<file path="src/hw/rtl/evsw_pkg.sv">
package evsw_pkg;

	localparam int IN_W      = 64;
	localparam int RATE_W    = 18;
	localparam int RATE_BITS = 16;
	localparam logic [RATE_W-1:0] RATE_RESET = 18'd46811;
	localparam int LN2_W     = 28;
	localparam logic [LN2_W-1:0] LN2_Q28 = 28'd186065280;

	typedef struct packed {
		logic load;
		logic norm_step;
		logic sqr_init;
		logic sqr_step;
		logic log_step;
		logic sum_step;
		logic mul_step;
		logic out_load;
	} cmd_t;

	typedef struct packed {
		logic norm_done;
		logic full;
	} stat_t;

endpackage

</file>
<file path="src/hw/rtl/erlang_variate_sliding_window_core.sv">
// one word is worked at a time: in_ready is high only in idle; the work per word is set by the
// normalize shifter (8 or 1 bit a cycle) and the FRAC_BITS+4 steps of the shared log2 squarer
// no result until WINDOW words have arrived, then one result per word
// reset: window sum, fill count and write position clear, inverse_rate returns to 1/1.4
module erlang_variate_sliding_window_core #(
	parameter int WINDOW    = 7,
	parameter int FRAC_BITS = 16
) (
	input  logic                        clk,
	input  logic                        arst_n,
	input  logic                        in_valid,
	output logic                        in_ready,
	input  logic [evsw_pkg::IN_W-1:0]   uniform_word,
	output logic                        out_valid,
	input  logic                        out_ready,
	output logic [FRAC_BITS+4:0]        variate,
	output logic                        clamped,
	input  logic                        cfg_we,
	input  logic [evsw_pkg::RATE_W-1:0] inverse_rate
);
	import evsw_pkg::*;

	cmd_t  cmd;
	stat_t stat;

	evsw_ctrl #(.FRAC_BITS(FRAC_BITS)) u_ctrl (
		.clk(clk), .arst_n(arst_n),
		.in_valid(in_valid), .in_ready(in_ready),
		.out_valid(out_valid), .out_ready(out_ready),
		.stat(stat), .cmd(cmd)
	);

	evsw_dp #(.WINDOW(WINDOW), .FRAC_BITS(FRAC_BITS)) u_dp (
		.clk(clk), .arst_n(arst_n),
		.uniform_word(uniform_word),
		.cfg_we(cfg_we), .inverse_rate(inverse_rate),
		.cmd(cmd), .stat(stat),
		.variate(variate), .clamped(clamped)
	);

endmodule

</file>
<file path="src/hw/rtl/evsw_ctrl.sv">
module evsw_ctrl #(
	parameter int FRAC_BITS = 16
) (
	input  logic          clk,
	input  logic          arst_n,
	input  logic          in_valid,
	output logic          in_ready,
	output logic          out_valid,
	input  logic          out_ready,
	input  evsw_pkg::stat_t stat,
	output evsw_pkg::cmd_t  cmd
);
	import evsw_pkg::*;

	localparam int LOG_EXTRA = FRAC_BITS + 4;
	localparam int CNT_W = $clog2(LOG_EXTRA);

	localparam logic [2:0] ST_IDLE = 3'd0;
	localparam logic [2:0] ST_NORM = 3'd1;
	localparam logic [2:0] ST_SQR  = 3'd2;
	localparam logic [2:0] ST_LOG  = 3'd3;
	localparam logic [2:0] ST_SUM  = 3'd4;
	localparam logic [2:0] ST_MUL  = 3'd5;
	localparam logic [2:0] ST_FIN  = 3'd6;

	logic [2:0] state_q, state_d;
	logic [CNT_W-1:0] cnt_q, cnt_d;
	logic out_valid_q, out_valid_d;

	assign in_ready  = (state_q == ST_IDLE);
	assign out_valid = out_valid_q;

	always_comb begin
		state_d = state_q;
		cnt_d = cnt_q;
		cmd = '0;
		out_valid_d = out_valid_q;
		if (out_valid_q && out_ready) out_valid_d = 1'b0;
		unique case (state_q)
			ST_IDLE: begin
				if (in_valid) begin
					cmd.load = 1'b1;
					state_d = ST_NORM;
				end
			end
			ST_NORM: begin
				if (stat.norm_done) begin
					cmd.sqr_init = 1'b1;
					cnt_d = '0;
					state_d = ST_SQR;
				end else begin
					cmd.norm_step = 1'b1;
				end
			end
			ST_SQR: begin
				cmd.sqr_step = 1'b1;
				cnt_d = cnt_q + 1'b1;
				if (cnt_q == CNT_W'(LOG_EXTRA - 1)) state_d = ST_LOG;
			end
			ST_LOG: begin
				cmd.log_step = 1'b1;
				state_d = ST_SUM;
			end
			ST_SUM: begin
				cmd.sum_step = 1'b1;
				state_d = ST_MUL;
			end
			ST_MUL: begin
				cmd.mul_step = 1'b1;
				state_d = stat.full ? ST_FIN : ST_IDLE;
			end
			ST_FIN: begin
				// wait for the output register to free up
				if (!out_valid_q || out_ready) begin
					cmd.out_load = 1'b1;
					out_valid_d = 1'b1;
					state_d = ST_IDLE;
				end
			end
			default: state_d = ST_IDLE;
		endcase
	end

	always_ff @(posedge clk or negedge arst_n) begin
		if (!arst_n) begin
			state_q <= ST_IDLE;
			cnt_q <= '0;
			out_valid_q <= 1'b0;
		end else begin
			state_q <= state_d;
			cnt_q <= cnt_d;
			out_valid_q <= out_valid_d;
		end
	end

endmodule

</file>
<file path="src/hw/rtl/evsw_dp.sv">
module evsw_dp #(
	parameter int WINDOW    = 7,
	parameter int FRAC_BITS = 16
) (
	input  logic                          clk,
	input  logic                          arst_n,
	input  logic [evsw_pkg::IN_W-1:0]     uniform_word,
	input  logic                          cfg_we,
	input  logic [evsw_pkg::RATE_W-1:0]   inverse_rate,
	input  evsw_pkg::cmd_t                cmd,
	output evsw_pkg::stat_t               stat,
	output logic [FRAC_BITS+4:0]          variate,
	output logic                          clamped
);
	import evsw_pkg::*;

	localparam int LOG_EXTRA = FRAC_BITS + 4;
	localparam int LOG_W  = FRAC_BITS + 6;
	localparam int L2_W   = LOG_EXTRA + 7;
	localparam int PROD_W = L2_W + LN2_W;
	localparam int RND_W  = PROD_W + 1 - 32;
	localparam int FILL_W = $clog2(WINDOW + 1);
	localparam int WP_W   = (WINDOW > 1) ? $clog2(WINDOW) : 1;
	localparam int SUM_W  = LOG_W + FILL_W;
	localparam int MP_W   = SUM_W + RATE_W;
	localparam int V_W    = MP_W + 1 - RATE_BITS;
	localparam int VAR_W  = FRAC_BITS + 5;
	localparam logic [LOG_W-1:0] LOG_MAX = '1;
	localparam logic [V_W-1:0] LIMIT = V_W'(20) << FRAC_BITS;

	logic [IN_W-1:0] word_q;
	logic [5:0] n_q;
	logic zero_q;
	logic [31:0] m_q;
	logic [LOG_EXTRA-1:0] frac_q;
	logic [PROD_W-1:0] prod_q;
	logic [SUM_W-1:0] sum_q;
	logic [FILL_W-1:0] fill_q;
	logic [WP_W-1:0] wp_q;
	logic [LOG_W-1:0] win_q [WINDOW];
	logic [MP_W-1:0] mp_q;
	logic [RATE_W-1:0] rate_q;
	logic [VAR_W-1:0] var_q;
	logic clamp_q;

	logic [63:0] sq;
	logic [32:0] sq_t;
	logic [L2_W-1:0] l2;
	logic [RND_W-1:0] rnd;
	logic [LOG_W-1:0] lv;
	logic [V_W-1:0] v;
	logic full_now;

	assign sq   = 64'(m_q) * 64'(m_q);
	assign sq_t = sq[63:31];
	assign l2   = (L2_W'({1'b0, n_q} + 7'd1) << LOG_EXTRA) - L2_W'(frac_q);
	assign rnd  = RND_W'(({1'b0, prod_q} + ((PROD_W+1)'(1) << 31)) >> 32);
	always_comb begin
		if (zero_q || rnd > RND_W'(LOG_MAX)) lv = LOG_MAX;
		else lv = LOG_W'(rnd);
	end
	assign full_now = (fill_q == FILL_W'(WINDOW));
	assign v = V_W'(({1'b0, mp_q} + ((MP_W+1)'(1) << (RATE_BITS - 1))) >> RATE_BITS);

	assign stat.norm_done = word_q[IN_W-1] | zero_q;
	assign stat.full = full_now;
	assign variate = var_q;
	assign clamped = clamp_q;

	always_ff @(posedge clk or negedge arst_n) begin
		if (!arst_n) begin
			rate_q <= RATE_RESET;
			sum_q <= '0;
			fill_q <= '0;
			wp_q <= '0;
		end else begin
			if (cfg_we) rate_q <= inverse_rate;
			if (cmd.sum_step) begin
				// drop the oldest log once the window is full
				sum_q <= sum_q - (full_now ? SUM_W'(win_q[wp_q]) : '0) + SUM_W'(lv);
				wp_q <= (wp_q == WP_W'(WINDOW - 1)) ? '0 : wp_q + 1'b1;
				if (!full_now) fill_q <= fill_q + 1'b1;
			end
		end
	end

	always_ff @(posedge clk) begin
		if (cmd.load) begin
			word_q <= uniform_word;
			zero_q <= (uniform_word == '0);
			n_q <= '0;
		end
		if (cmd.norm_step) begin
			if (word_q[IN_W-1 -: 8] == 8'd0) begin
				word_q <= word_q << 8;
				n_q <= n_q + 6'd8;
			end else begin
				word_q <= word_q << 1;
				n_q <= n_q + 6'd1;
			end
		end
		if (cmd.sqr_init) begin
			m_q <= word_q[IN_W-1 -: 32];
			frac_q <= '0;
		end
		if (cmd.sqr_step) begin
			if (sq_t[32]) begin
				m_q <= sq_t[32:1];
				frac_q <= {frac_q[LOG_EXTRA-2:0], 1'b1};
			end else begin
				m_q <= sq_t[31:0];
				frac_q <= {frac_q[LOG_EXTRA-2:0], 1'b0};
			end
		end
		if (cmd.log_step) prod_q <= PROD_W'(l2) * PROD_W'(LN2_Q28);
		if (cmd.sum_step) win_q[wp_q] <= lv;
		if (cmd.mul_step) mp_q <= MP_W'(sum_q) * MP_W'(rate_q);
		if (cmd.out_load) begin
			if (v > LIMIT) begin
				var_q <= VAR_W'(LIMIT);
				clamp_q <= 1'b1;
			end else begin
				var_q <= VAR_W'(v);
				clamp_q <= 1'b0;
			end
		end
	end

endmodule

</file>
<file path="config.mk">
export PLATFORM = sky130hd
export DESIGN_NAME = erlang_variate_sliding_window_core
export DESIGN_NICKNAME = d
export VERILOG_FILES = /design/src/hw/rtl/evsw_pkg.sv /design/src/hw/rtl/erlang_variate_sliding_window_core.sv /design/src/hw/rtl/evsw_ctrl.sv /design/src/hw/rtl/evsw_dp.sv
export SDC_FILE = /design/constraint.sdc
export NUM_CORES = 2
export LEC_CHECK = 0
export ABC_CLOCK_PERIOD_IN_PS = 15660
export BUFFER_PORTS_ARGS = -buffer_cell sky130_fd_sc_hd__buf_2
export CAP_MARGIN = 20
export CORE_ASPECT_RATIO = 2
export CORE_MARGIN = 3
export CORE_UTILIZATION = 45
export CTS_CLUSTER_SIZE = 10
export DETAILED_ROUTE_END_ITERATION = 8
export GPL_TIMING_DRIVEN = 1
export SLEW_MARGIN = 20
export SYNTH_ARGS = -nofsm -noshare
export SYNTH_HDL_FRONTEND = slang
export SYNTH_SLANG_ARGS = --single-unit
</file>
<file path="constraint.sdc">
create_clock -name clk -period 15.66 [get_ports clk]
set_clock_uncertainty 0.15 [all_clocks]
set_input_delay 0 -clock clk [delete_from_list [all_inputs] [get_ports clk]]
set_output_delay 0 -clock clk [all_outputs]
set_load 0.005 [all_outputs]
</file>
# Word level (Yosys, flattened, before mapping)
# Memory sizes are Yosys's and may differ from the RTL's.
# Cells that the tools add are included.
dict set report word_totals {
  regBits 294
  latchBits 0
  ram_bits 154
  rom_bits 0
  out_inout_bits 24
  word_cells 101
  mem_count 1
}
dict set report classes {
  addsub 11
  n_mul 3
  div_mod_pow 0
  magnitude_cmp 2
  n_eq_ne 13
  n_shift 0
  muxes 40
  n_bitwise 2
  n_reduce_logical 13
}
# memory words word_bits read_ports rd_clocked_by_memory_dff wr line_no
set memory_table {}
lappend memory_table {u_dp.win_q 7 22 1 0 1 evsw_dp.sv:40} ;# logic [LOG_W-1:0] win_q [WINDOW];
# operator n
set op_table {}
lappend op_table {{64-bit two-way mux} 3}
lappend op_table {{32-bit two-way mux} 3}
lappend op_table {{64-bit logical NOT} 1}
lappend op_table {{32-bit by 32-bit multiplier with 64-bit output} 1}
lappend op_table {{55-bit by 32-bit adder with 56-bit output, second input constant} 1}
lappend op_table {{27-bit by 21-bit multiplier with 48-bit output, second input constant} 1}
lappend op_table {{43-bit by 16-bit adder with 44-bit output, second input constant} 1}
lappend op_table {{22-bit two-way mux} 2}
lappend op_table {{25-bit by 18-bit multiplier with 43-bit output} 1}
lappend op_table {{20-bit two-way mux} 2}
lappend op_table {{28-bit by 21-bit greater-than comparator with 1-bit output, second input constant} 1}
lappend op_table {{27-bit by 20-bit subtractor with 27-bit output} 1}
lappend op_table {{25-bit by 22-bit adder with 25-bit output} 1}
lappend op_table {{25-bit subtractor} 1}
lappend op_table {{24-bit by 22-bit greater-than comparator with 1-bit output, second input constant} 1}
lappend op_table {{3-bit case mux with 7 select lines} 1}
lappend op_table {{3-bit two-way mux} 6}
lappend op_table {{6-bit two-way mux} 3}
lappend op_table {{1-bit two-way mux} 17}
lappend op_table {{3-bit equality test, second input constant} 5}
lappend op_table {{5-bit case mux with 2 select lines} 1}
lappend op_table {{8-bit logical NOT} 1}
lappend op_table {{6-bit by 1-bit adder with 7-bit output, second input constant} 1}
lappend op_table {{3-bit by 1-bit adder with 3-bit output, second input constant} 2}
lappend op_table {{other kinds (19)} 26}

# Logic depth before layout (Yosys ltp)
dict set report logic_depth {
  word_depth 5
  mapped_depth 34
  mapped_depth_nobuf 34
}

# By module
# Synthesis repeated with hierarchy kept, for this count alone.
dict set report hier_totals {
  hier_cells 7142
  area_unflattened_um2 70774.1
}
# module n_inst cells_per_inst area_per_inst_um2 seq_area_each_um2
set modules_own_cells {}
lappend modules_own_cells {evsw_dp 1 7082 70229.9 11780.0}
lappend modules_own_cells {evsw_ctrl 1 60 544.3 225.2}

# Worst setup path after synthesis
# No wires, ideal clock.
dict set report synth_timing {
  path_type {reg2reg}
  from {register u_dp.frac_q[0]}
  to {register u_dp.prod_q[54] (data pin)}
  t_arrival_ps 8179
  path_slack_ps 7072
  stages_incl_launch_ff 29
  n_path_buf 0
  synth_period_minus_slack_ps 8588
  path_cell_list {edfxtp_1 > inv_1 > ha_1 > nand2b_1 > nor4_1 > nand2b_1 > or3_1 > xor2_1 > fa_1 > fa_1 > ha_1 > fa_1 > fa_1 > fa_1 > inv_1 > fa_1 > inv_1 > ha_1 > a21o_1 > a21o_1 > a221o_1 > a31oi_1 > o21a_1 > nand3_1 > a211o_1 > a221oi_1 > o21bai_1 > a21oi_1 > xnor2_1}
}
dict set report synth_between {
  elab_chain_cells 2
}
# item line_no
set synth_rtl {}
lappend synth_rtl {{start, declared} evsw_dp.sv:35} ;# logic [LOG_EXTRA-1:0] frac_q;
lappend synth_rtl {{start signal, assigned} evsw_dp.sv:109} ;# frac_q <= {frac_q[LOG_EXTRA-2:0], 1'b1};
lappend synth_rtl {{start signal, assigned} evsw_dp.sv:112} ;# frac_q <= {frac_q[LOG_EXTRA-2:0], 1'b0};
lappend synth_rtl {{27-bit by 20-bit subtractor with 27-bit output} evsw_dp.sv:56} ;# assign l2 = (L2_W'({1'b0, n_q} + 7'd1) << LOG_EXTRA) - L2_W'(frac_q);
lappend synth_rtl {{27-bit by 21-bit multiplier with 48-bit output} evsw_dp.sv:115} ;# if (cmd.log_step) prod_q <= PROD_W'(l2) * PROD_W'(LN2_Q28);
lappend synth_rtl {{end signal, assigned} evsw_dp.sv:115}
lappend synth_rtl {{end, declared} evsw_dp.sv:36} ;# logic [PROD_W-1:0] prod_q;
# No other way between the ends.
# A chain may end at the register's enable or synchronous reset.

# Worst setup path after layout
dict set report layout_timing {
  from {register u_dp.m_q[16]}
  to {register u_dp.m_q[19] (data pin)}
}
dict set report layout_between {
  elab_chain_cells 3
}
# item line_no
set layout_rtl {}
lappend layout_rtl {{start, declared} evsw_dp.sv:34} ;# logic [31:0] m_q;
lappend layout_rtl {{start signal, assigned} evsw_dp.sv:103} ;# m_q <= word_q[IN_W-1 -: 32];
lappend layout_rtl {{start signal, assigned} evsw_dp.sv:108} ;# m_q <= sq_t[32:1];
lappend layout_rtl {{start signal, assigned} evsw_dp.sv:111} ;# m_q <= sq_t[31:0];
lappend layout_rtl {{32-bit by 32-bit multiplier with 64-bit output} evsw_dp.sv:54} ;# assign sq = 64'(m_q) * 64'(m_q);
lappend layout_rtl {{32-bit two-way mux} evsw_dp.sv:107} ;# if (sq_t[32]) begin
lappend layout_rtl {{32-bit two-way mux} evsw_dp.sv:106} ;# if (cmd.sqr_step) begin
# No other way between the ends.

==> out/results.txt <==
The run finished with clean final reports. Top cell family by delay on the critical path: adder cells. The critical register-to-register path startpoint was u_dp.m_q[16]. The run gives 7 as the number of optimization iterations in the first detailed-route pass. For this run, the leading register cell type out of synthesis is edfxtp_1. From left edge to right edge, the die measures 285 um.

The number of different library cells used by synthesis comes to 74. The launch instance of the worst min-delay path is uniform_word[39]. The region available for standard cell placement spans 154000 sq um. Setup violations remaining at the end of the flow were counted as 0.

The tools report the post-CTS setup repair buffer count as 0. Dominant cell by count in the synthesized netlist: inv_1. After clock tree synthesis, the repair step resized 0 gates. The synthesized design devotes to its leading area cell type 38.7% of total area. After technology mapping, the gate count stands at 7003. After layout, the minimum clock period comes to 10820 ps.

The worst hold path passes through 4 cells. Average detailed-routed wire length per instance: 23.0 um. For the number of pins exceeding their max-slew limit in the final report, the log shows 0.

In the finished design, the share of the clock period the worst path needs comes to 69.1%. The initial utilization of the core area, before any placement, comes to 45.3%. The first routing iteration left 2307 violations.

At the pin with the least slew margin, the transition time is 1150 ps. The vertical die dimension came out at 563 um. The first global-routing pass estimated 324000 um of wire. In the synthesized netlist, the cells that appear most often are inv_1 (1623), fa_1 (1352), nand2_1 (827).

STA classifies the critical path endpoint as a flop. The logs give 160000 sq um for the area enclosed by the die boundary and 409 for the total clock sinks. The mapped netlist covers 69900 sq um. The filler cells instantiated in the layout total 14187. The routability-driven placement congestion ratio came out at 1.00. Setup repair after global routing left no endpoint under its margin. Yosys printed 0 warnings. The number of I/O port buffers was 110. The critical path launch point was u_dp.m_q[16].

After synthesis, the cell types taking the most area are fa_1 (39%), edfxtp_1 (15%), ha_1 (12%). The logs give 9118 for the post-synthesis net count and 2 for the maximum level of the CTS H-tree. The largest fanout on the critical path was 27; the number of nets with antenna violations after detailed routing was 0. Cells with a size suffix above 1 make up 5.02% of the layout.

Counting the buffers created by CTS gives 50. The clock transition at the registers of the reported paths was 70 ps. In the synthesized netlist the async set-or-reset flop fraction comes to 14.2%. The largest individual stage delay along the critical path comes from the cell nor2_1. DRC violation count after routing: 0. At the later pin of the worst-skew pair, clock insertion delay measures 680 ps. The sequential share of the synthesized area came out at 17.2%. Each instance of the synthesized netlist takes up on average 9.98 sq um. The number of buffers and inverters on the critical path is 6. TritonCTS built the clock tree. The root buffer cell chosen for the clock tree is clkbuf_16. The initial antenna violation count came out at 3. The cell repeated most along the worst path is fa_1. The clock passes through at most 3 buffers.

During I/O placement, the number of pins put on the boundary was 111. The endpoint identified for the worst register-to-register timing path is u_dp.m_q[19]. The run gives 57006 as the via count of the first global-routing pass. Synthesis inferred 409 register bits.

On the worst path, the slowest cell contributes a delay of 810 ps. The logs give 92.4 MHz for the peak clock frequency supported by timing and 4840 ps for the worst setup slack for register-to-register paths. The net count of the finished layout is 9223. For the worst setup path, the data required time is 16030 ps. The logs give 49506 for the total via count in the routed design and 171000 um for the half-perimeter wire length after placement.

The layout overhead on the synthesized area works out to 8.05%. In the final timing run, aggregate negative setup slack is 0 ps. The path class of the tightest hold or removal check is input port to flop.

Worst-case hold slack: 48.6 ps. The hold-critical path endpoint is u_dp.word_q[39]. For this block, the routed nets add up to 212000 um of wire. In the global route stage, overall resource usage came out at 27.0%.

The depth of the most critical reg-to-reg path was 26; the cell count along the critical path was 26. The largest net degree at the start of global routing was 122; the quantity of hold-fixing buffers added after cts was 127. Headroom to the max-slew limit came out at 23.7%. Data arrives at the worst endpoint at 11190 ps. For the row count, the log shows 204.

Summed over all instances, the cell type with the most area after synthesis is fa_1. Global routing finished with a remaining overflow of 0. The critical path class is flop to flop. For the max-capacitance violation count, the log shows 0. STA classifies the critical path startpoint as a flop.

Counting flops with a built-in enable in the synthesized netlist gives 351. After detailed routing, the number of vias per cell comes to 5.38. The number of endpoints with negative hold slack in the final report was 0.
layout by cell type (no fill, tap or decap), types with 112 or more instances in the layout:
| cell type | instances |
|---|---|
| a21oi_1 | 158 |
| and2_1 | 366 |
| dlygate4sd3_1 | 127 |
| edfxtp_1 | 351 |
| fa_1 | 1352 |
| ha_1 | 676 |
| inv_1 | 1622 |
| nand2_1 | 827 |
| nor2_1 | 189 |
| o21ai_0 | 177 |
| xnor2_1 | 118 |
| xor2_1 | 112 |
kinds of logic (layout without fill, tap and decap cells):
| logic type | after synthesis | count (layout) | share of synthesized area [%] |
|---|---|---|---|
| xor gates and xnor gates | 234 | 234 | 2.94 |
| and+or+nand+nor | 1648 | 1648 | 11.1 |
| DFF | 409 | 409 | 17.2 |
| muxes | 133 | 133 | 2.01 |
| buffers and inverters | 1902 | 2045 | 10.2 |
| AOI/OAI and AO/OA | 649 | 649 | 5.80 |
| adders and majority gates | 2028 | 2028 | 50.8 |
| other | 0 | 3 | 0 |
state kept, by name, summed over array words and instances, names as in the netlist, 5 cells and up:
register      flops
u_dp.prod_q      24
u_dp.mp_q        28
u_dp.m_q         32
u_dp.variate     21
u_dp.sum_q       25
u_dp.n_q          6
u_dp.win_q      154
u_dp.frac_q      20
u_dp.word_q      64
u_dp.rate_q      18
u_ctrl.cnt_q      5
worst reg2reg max path, cell delays in order (launching register included):
cell and delay, ps:
edfxtp_1 320, buf_4 360, inv_1 380, nor2_1 810, fa_1 570, fa_1 510
inv_1 50, fa_1 390, fa_1 550, inv_1 60, fa_1 600, fa_1 470
fa_1 430, fa_1 410, ha_1 560, nand4_1 260, or4_4 640, or3_1 370
o32ai_2 590, o21ai_1 290, o41ai_2 410, o41ai_2 140, xnor2_2 140, buf_4 240
inv_2 410, mux2_1 390, a21oi_2 140
worst max-delay path by stage:
stage / end / slack (ps)
floorplan: u_dp.prod_q[54] / 7070
global placement: u_dp.m_q[19] / 5020
detailed placement: u_dp.m_q[19] / 4940
CTS: u_dp.m_q[19] / 4930
global route: u_dp.m_q[19] / 4650
finish: u_dp.m_q[19] / 4840
stage by stage:
step | util [%] | setup WS (ps) | std cells | area, sq um
6_report | 48.9 | 4840 | 9209 | 75600
3_3_place_gp | 47.1 | 5020 | 8989 | 72800
3_5_place_dp | 47.1 | 4940 | 8989 | 72800
4_1_cts | 48.9 | 4930 | 9206 | 75500
5_1_grt | 48.9 | 4650 | 9206 | 75500
2_1_floorplan | - | 7070 | 7003 | 69900
final cells by class:
cell class / count / area [sq um] / area share [%]
diodes: 3 / 7.51 / 0.00994
clock buffers: 77 / 1350 / 1.79
clock inverters: 13 / 139 / 0.184
inverters: 1625 / 6100 / 8.07
multi-input cells: 4692 / 50800 / 67.3
flip-flops and latches: 409 / 12000 / 15.9
well taps: 2060 / 2580 / 3.41
repair buffers: 330 / 2520 / 3.34
metal layers:
metal / up-vias / global-route usage (%) / share of wire, %
li1: 21754 / - / -
met1: 25181 / 22.0 / 28
met4: 0 / 25.8 / 12
met2: 1609 / 53.2 / 56
met5: - / 0 / 0
met3: 962 / 3.84 / 4.2
Power is left out: the tool's default activity adds up to more than one toggle a clock period on the data nets, which glitch-free logic cannot reach.
